--- src/sv/radix2_fft_inplace_macros.svh ---
// Assertion macros for the radix-2 FFT block
`ifndef RADIX2_FFT_INPLACE_MACROS_SVH
`define RADIX2_FFT_INPLACE_MACROS_SVH
// Assert that an antecedent implies a consequent in the next cycle
`define FFT_ASSERT_NEXT(label, ante, cons) \
    label: assert property (@(posedge clk) disable iff (!rst_n) (ante) |=> (cons)) \
        else $error("assertion failed");
// Assert that a condition never holds
`define FFT_ASSERT_NEVER(label, cond) \
    label: assert property (@(posedge clk) disable iff (!rst_n) !(cond)) \
        else $error("assertion failed");
`endif

--- src/sv/fft_pkg.sv ---
// Shared types, constants and twiddle table for the radix-2 FFT
`timescale 1ns / 1ps
package fft_pkg;
    localparam int MAX_POINTS   = 64;
    localparam int SAMPLE_BITS  = 16;
    localparam int TWIDDLE_BITS = 16;
    localparam int DATA_BITS    = 23;
    localparam int ADDR_BITS    = 6;
    localparam int DEPTH        = 64;
    localparam int TW_FRAC      = TWIDDLE_BITS - 1;

    typedef logic signed [DATA_BITS-1:0] data_t;

    // Controller to datapath commands
    typedef struct packed {
        logic                 load;       // write sample at addr_a
        logic                 pad;        // write zero at addr_a
        logic                 wr_swap;    // write rd data crossed (bit reversal)
        logic                 wr_bfly;    // write butterfly result
        logic                 emit;       // capture read data as a result
        logic [ADDR_BITS-1:0] addr_a;
        logic [ADDR_BITS-1:0] addr_b;
        logic [4:0]           tw_m;
        logic [ADDR_BITS-1:0] out_idx;
        logic                 out_last;
    } fft_cmd_t;

    typedef struct packed {
        logic out_full;
    } fft_sts_t;

    // sin(2*pi*j/64) in Q1.23
    function automatic logic [23:0] qsin_q23(input logic [4:0] j);
        logic [23:0] r;
        begin
            unique case (j)
                5'd0: r = 24'd0;        5'd1: r = 24'd822227;
                5'd2: r = 24'd1636536;  5'd3: r = 24'd2435084;
                5'd4: r = 24'd3210181;  5'd5: r = 24'd3954362;
                5'd6: r = 24'd4660461;  5'd7: r = 24'd5321677;
                5'd8: r = 24'd5931642;  5'd9: r = 24'd6484482;
                5'd10: r = 24'd6974873; 5'd11: r = 24'd7398092;
                5'd12: r = 24'd7750063; 5'd13: r = 24'd8027397;
                5'd14: r = 24'd8227423; 5'd15: r = 24'd8348215;
                default: r = 24'd8388608;
            endcase
            return r;
        end
    endfunction

    function automatic logic signed [TWIDDLE_BITS:0] qentry(input logic [4:0] j);
        logic [24:0] t;
        begin
            t = {1'b0, qsin_q23(j)} + 25'(1 << (24 - TWIDDLE_BITS - 1));
            return $signed({1'b0, t[24 - TWIDDLE_BITS +: TWIDDLE_BITS]});
        end
    endfunction

    function automatic logic [ADDR_BITS-1:0] bitrev(input logic [ADDR_BITS-1:0] i,
                                                   input logic [2:0] lg);
        logic [ADDR_BITS-1:0] f;
        begin
            for (int b = 0; b < ADDR_BITS; b++) f[b] = i[ADDR_BITS-1-b];
            return f >> (3'(ADDR_BITS) - lg);
        end
    endfunction
endpackage

--- src/sv/fft_ctrl.sv ---
// FFT controller: load, pad, bit reversal, butterfly stages and emission
`timescale 1ns / 1ps
module fft_ctrl (
    input  logic              clk,
    input  logic              rst_n,
    input  logic              s_tvalid,
    output logic              s_tready,
    input  logic              s_tlast,
    output fft_pkg::fft_cmd_t cmd,
    input  fft_pkg::fft_sts_t sts
);
    localparam logic [2:0] ST_LOAD = 3'd0;
    localparam logic [2:0] ST_PAD  = 3'd1;
    localparam logic [2:0] ST_REV  = 3'd2;
    localparam logic [2:0] ST_BFLY = 3'd3;
    localparam logic [2:0] ST_EMIT = 3'd4;
    localparam logic [2:0] ST_WAIT = 3'd5;
    localparam int AB = fft_pkg::ADDR_BITS;
    localparam int CAP = (fft_pkg::MAX_POINTS > fft_pkg::DEPTH) ? fft_pkg::DEPTH
                                                                : fft_pkg::MAX_POINTS;

    logic [2:0] state_reg, state_next, after_reg, after_next;
    logic [AB:0] cnt_reg, cnt_next;       // loaded count, then sweep index
    logic [AB:0] n_reg, n_next;
    logic [2:0] lg_reg, lg_next;
    logic [2:0] stg_reg, stg_next;        // butterfly stage 0..lg-1
    logic [AB-1:0] bf_reg, bf_next;       // butterfly number in stage
    logic [2:0] wait_reg, wait_next;

    logic [AB:0] cnt_inc;
    logic [AB-1:0] half, ia, ib, k, rv, i6;
    logic [2:0] lgc;
    logic [AB:0] np;

    always_comb
    begin
        cnt_inc = cnt_reg + 1'b1;
        lgc = 3'd0;
        for (int b = 0; b <= AB; b++)
            if ((AB+1)'(1 << b) < cnt_inc && b < AB)
                lgc = 3'(b + 1);
        np = (AB+1)'(1) << lgc;
        half = AB'(1) << stg_reg;
        k = bf_reg & (half - 1'b1);
        ia = ((bf_reg >> stg_reg) << (stg_reg + 1'b1)) | k;
        ib = ia | half;
        i6 = cnt_reg[AB-1:0];
        rv = fft_pkg::bitrev(i6, lg_reg);
    end

    always_comb
    begin
        state_next = state_reg;
        after_next = after_reg;
        cnt_next = cnt_reg;
        n_next = n_reg;
        lg_next = lg_reg;
        stg_next = stg_reg;
        bf_next = bf_reg;
        wait_next = wait_reg;
        cmd = '0;
        s_tready = 1'b0;
        unique case (state_reg)
            ST_LOAD:
            begin
                s_tready = 1'b1;
                cmd.addr_a = cnt_reg[AB-1:0];
                if (s_tvalid)
                begin
                    cmd.load = 1'b1;
                    cnt_next = cnt_inc;
                    if (s_tlast || cnt_inc >= (AB+1)'(CAP))
                    begin
                        n_next = np;
                        lg_next = lgc;
                        state_next = ST_PAD;
                    end
                end
            end
            ST_PAD:
            begin
                if (cnt_reg < n_reg)
                begin
                    cmd.pad = 1'b1;
                    cmd.addr_a = cnt_reg[AB-1:0];
                    cnt_next = cnt_inc;
                end
                else
                begin
                    cnt_next = '0;
                    state_next = (lg_reg == 3'd0) ? ST_EMIT : ST_REV;
                end
            end
            ST_REV:
            begin
                // swap takes two write slots; keep a gap so pipelines clear
                if (wait_reg != 3'd0)
                    wait_next = wait_reg - 1'b1;
                else if (cnt_reg < n_reg)
                begin
                    cnt_next = cnt_inc;
                    if (i6 < rv)
                    begin
                        cmd.wr_swap = 1'b1;
                        cmd.addr_a = i6;
                        cmd.addr_b = rv;
                        wait_next = 3'd2;
                    end
                end
                else
                begin
                    stg_next = '0;
                    bf_next = '0;
                    state_next = ST_BFLY;
                end
            end
            ST_BFLY:
            begin
                // each butterfly runs alone through read, multiply, write a, write b
                if (wait_reg != 3'd0)
                    wait_next = wait_reg - 1'b1;
                else
                begin
                    cmd.wr_bfly = 1'b1;
                    cmd.addr_a = ia;
                    cmd.addr_b = ib;
                    cmd.tw_m = 5'(k << (3'(AB - 1) - stg_reg));
                    wait_next = 3'd3;
                    if ({1'b0, bf_reg} == (n_reg >> 1) - 1'b1)
                    begin
                        bf_next = '0;
                        if (stg_reg == lg_reg - 1'b1)
                        begin
                            after_next = ST_EMIT;
                            state_next = ST_WAIT;
                            cnt_next = '0;
                        end
                        else
                            stg_next = stg_reg + 1'b1;
                    end
                    else
                        bf_next = bf_reg + 1'b1;
                end
            end
            ST_WAIT:
            begin
                if (wait_reg != 3'd0)
                    wait_next = wait_reg - 1'b1;
                else
                    state_next = after_reg;
            end
            ST_EMIT:
            begin
                // hold while the output register is full and stalled; each bin is followed by a wait gap
                if (wait_reg != 3'd0)
                    wait_next = wait_reg - 1'b1;
                else if (!sts.out_full)
                begin
                    cmd.emit = 1'b1;
                    cmd.addr_a = cnt_reg[AB-1:0];
                    cmd.out_idx = cnt_reg[AB-1:0];
                    cmd.out_last = (cnt_inc == n_reg);
                    cnt_next = cnt_inc;
                    wait_next = 3'd2;
                    if (cnt_inc == n_reg)
                    begin
                        after_next = ST_LOAD;
                        state_next = ST_WAIT;
                        cnt_next = '0;
                    end
                end
            end
            default:
                state_next = ST_LOAD;
        endcase
    end

    always_ff @(posedge clk or negedge rst_n)
    begin
        if (!rst_n)
        begin
            state_reg <= ST_LOAD;
            after_reg <= ST_LOAD;
            cnt_reg <= '0;
            n_reg <= '0;
            lg_reg <= '0;
            stg_reg <= '0;
            bf_reg <= '0;
            wait_reg <= '0;
        end
        else
        begin
            state_reg <= state_next;
            after_reg <= after_next;
            cnt_reg <= cnt_next;
            n_reg <= n_next;
            lg_reg <= lg_next;
            stg_reg <= stg_next;
            bf_reg <= bf_next;
            wait_reg <= wait_next;
        end
    end
endmodule
--- config.mk ---
export PLATFORM = sky130hd
export DESIGN_NAME = fft_ctrl
export DESIGN_NICKNAME = d
export VERILOG_FILES = /design/src/sv/radix2_fft_inplace_macros.svh /design/src/sv/fft_pkg.sv /design/src/sv/fft_ctrl.sv
export SDC_FILE = /design/constraint.sdc
export NUM_CORES = 1
export LEC_CHECK = 0
export BUFFER_PORTS_ARGS = -buffer_cell sky130_fd_sc_hd__buf_2
export CAP_MARGIN = 10
export CORE_UTILIZATION = 55
export CTS_CLUSTER_SIZE = 25
export DETAILED_ROUTE_END_ITERATION = 7
export HOLD_SLACK_MARGIN = 0.08
export PLACE_DENSITY_LB_ADDON = 0.05
export SETUP_SLACK_MARGIN = 0.15
export SKIP_CTS_REPAIR_TIMING = 1
export SLEW_MARGIN = 20
export SYNTH_ARGS = -nofsm -noshare
export SYNTH_HDL_FRONTEND = slang
export SYNTH_SLANG_ARGS = --single-unit
--- constraint.sdc ---
create_clock -name clk -period 4.12 [get_ports clk]
set_input_delay 0.824 -clock clk [delete_from_list [all_inputs] [get_ports clk]]
set_output_delay 0.824 -clock clk [all_outputs]
set_load 0.05 [all_outputs]
==> results.toml <==
[pwr]
vdd_ir_drop_max_mv = 0.516
leakagePower_nw = 1.97
power_mw = 3.67
p_per_area_nw_per_um2 = 821

[cells_and_area]
design_area_um2 = 4470
final_cells = 611
antenna_cells = 0
syn_to_final_growth_pct = 19.8
finalNetCount = 569
final_layout_size_suffix_gt1_share_pct = 21.5
nFillCells = 530
multi_input_area_um2 = 2810
ff_latch_area_um2 = 831

[sta]
holdWs_ns = 0.542
period_share_pct = 97.2
fin_crit_ns = 4.00
finalSetupViolCount = 0
hold_viol = 0
fmaxAchievable_mhz = 250
rsz0062_at_grt = "true"
skew_ns = 0.0126
slew_headroom_pct = 41.4
tightest_slew_ns = 0.870
slew_viol_final = 0

[global_route]
grt_pass1_vias = 3713
grt_max_degree = 34
grt-ovfl-total = 0
track_usage_pct = 32.2
antenna_found_initial = 0
grt_pass1_wl_mm = 18.3

[placement]
gp_congestion = 0.939
place_area_um2 = 4090
dp_hpwl_mm = 8.31
place_inst = 594
port_buffers = 34

[critical_path]
cp-start-kind = "flop"
cp-startpoint = "lg_reg[0]"
worstSetupEndpointType = "output pin"
crit_type = "flop to output pin"
required_ns = 3.30
critPathArrivalTime_ns = 3.18
cp_max_fo = 7
r2r_start = "n_reg[6]"

[floorplanning]
die-area_um2 = 7120
ios = 35
start_util_pct = 57.8
die_y_um = 84.4
fp.dieW_um = 84.4
core_area_um2 = 6460
row_count = 29

[routing]
ant_nets = 0
vias = 3927
viasPerCell = 6.43
wl_mm = 11.2
drt_iter0_drc = 334
wl_per_cell_um = 18.4
drc = 2
dr.pass1.iters = 7

[clock_network]
cts-root-buf = "clkbuf_8"
path_clk_slew_ns = 0.08
clock_path_buffers = 2
cts_made_buffers = 5
h-tree-depth = 2
cts_tree = "built"
clock_latency_ns = 0.30
cts.sinks = 33

[synth]
synth_area_um2 = 3730
synth_seq_cells = 33
synth_edf_count = 0
yosys_warnings = 0
synthArstFlopShare_pct = 100
syn_nets = 525
yosysSeqAreaShare_pct = 22.1
syn-instance-count = 489
synth_top_flop_cell = "dfrtp_1"
syn_avg_cell_area_um2 = 7.63
ys_types = 62

[min_path]
min_from = "wait_reg[1]"
hold_class = "flop to flop"

[job]
cap_violations = 0

[status]
violations = "design-rule violations"
status = "finished with violations"
==> logic make-up after synthesis <==
kind of cell	count (synthesis)	synth area share (%)
AO/OA/AOI/OAI	143	26.6
XOR/XNOR	24	5.63
AND/OR/NAND/NOR	178	23.4
multiplexers	19	5.33
buffers and inverters	61	6.51
adder cells (fa/ha/maj)	31	10.4
flip-flops	33	22.1
==> per-stage QoR <==
stage | setup slack [ns] | setup TNS, ns | utilization, %
global route | -0.0193 | -0.0548 | 69.2
finish | 0.116 | 0 | 69.2
CTS | -0.307 | -2.36 | 65.5
floorplan | 0.162 | 0 | -
detailed placement | 0.0367 | 0 | 63.3
global placement | 0.154 | 0 | 63.3
==> worst paths after layout <==
kind                       slack (ns)  depth (start not counted)     endpoint
setup / recovery                 0.12                         12      cmd[14]
min in group asynchronous        0.60                          1    bf_reg[3]
max in group asynchronous        2.95                          1   cnt_reg[1]
hold reg to reg                  0.54                          2  wait_reg[1]
hold / removal                   0.54                          2  wait_reg[1]
setup reg to reg                 0.78                          9   cnt_reg[3]
==> Yosys cell counts (3+ instances only) <==
cell       instances  share of area, %
inv_1             29               2.9
and2_1             7               1.2
nand2_1           52               5.2
nor3b_1            3              0.60
nand3_1           22               3.0
dfrtp_1           33                22
o211ai_1           4              0.80
ha_1              31                10
o221ai_1           4              0.94
clkinv_1           3              0.30
o22ai_1            8               1.3
a32o_1             3              0.80
a21oi_1           30               4.0
a22o_1             7               1.6
nand4_1            5              0.84
o21a_1             3              0.60
or3_1              3              0.50
mux2i_1           12               3.2
o31ai_1            4              0.80
a31oi_1            9               1.5
nor3_1            17               2.3
a21boi_0           4              0.80
nor2_1            33               3.3
clkbuf_1          23               2.3
nor2b_1            7               1.2
mux2_2             7               2.1
o311ai_0           4              0.94
a211oi_1           9               1.8
xnor2_1           18               4.2
or2_2              5              0.84
or4_1              3              0.60
a311oi_1           4              0.94
and3_1             3              0.50
nand2b_1           9               1.5
xor2_1             6               1.4
o2111ai_1          3              0.70
o21ai_0           27               3.6
==> cells in the final DEF (no fill, tap or decap), drive strengths merged, types with 6 or more instances in the layout <==
cell    netlist  layout
nand2b       10      10
nor3         17      17
nand2        52      52
mux2          7       7
a22o          7       7
clkbuf       23       6
xnor2        18      18
a31oi         9       9
o21ai        29      29
nor2b         7       7
nor2         33      33
dfrtp        33      33
inv          29      30
a21oi        30      30
ha           31      31
and2          7       7
a211oi        9       9
xor2          6       6
mux2i        12      12
o22ai         8       8
buf           6      65
nand3        22      22
==> report_power, final <==
part / internal (mW) / switching, mW
registers: 0.442 / 0.167
logic: 1.09 / 1.58
clock network: 0.244 / 0.141
==> final cells by class <==
type / instances / share of cell area [%]
Clock buffer: 5 / 1.54
Clock inverter: 3 / 1.54
Inverter: 32 / 2.69
Multi-Input combinational cell: 395 / 62.8
Sequential cell: 33 / 18.6
Tap cell: 77 / 2.16
Timing Repair Buffer: 66 / 10.7
==> metal layers <==
metal / GRT usage, % / share of wire (%) / vias up
met2: 54.3 / 49 / 143
met3: 3.74 / 5.8 / 20
met4: 10.0 / 1.6 / 0
met1: 43.5 / 43 / 1893
li1: - / - / 1871
met5: 0 / 0 / -
==> worst max-delay path: stages (launching register included) <==
cell and delay (ns):
dfrtp_2 0.46, ha_4 0.20, xor2_4 0.21, nand3_1 0.14, ha_1 0.33, a21oi_1 0.18
o21ai_2 0.08, nor3_2 0.17, o41ai_2 0.12, or3_4 0.43, or2_4 0.26, a21boi_4 0.13
buf_6 0.17
(Power assumes the default switching activity.)
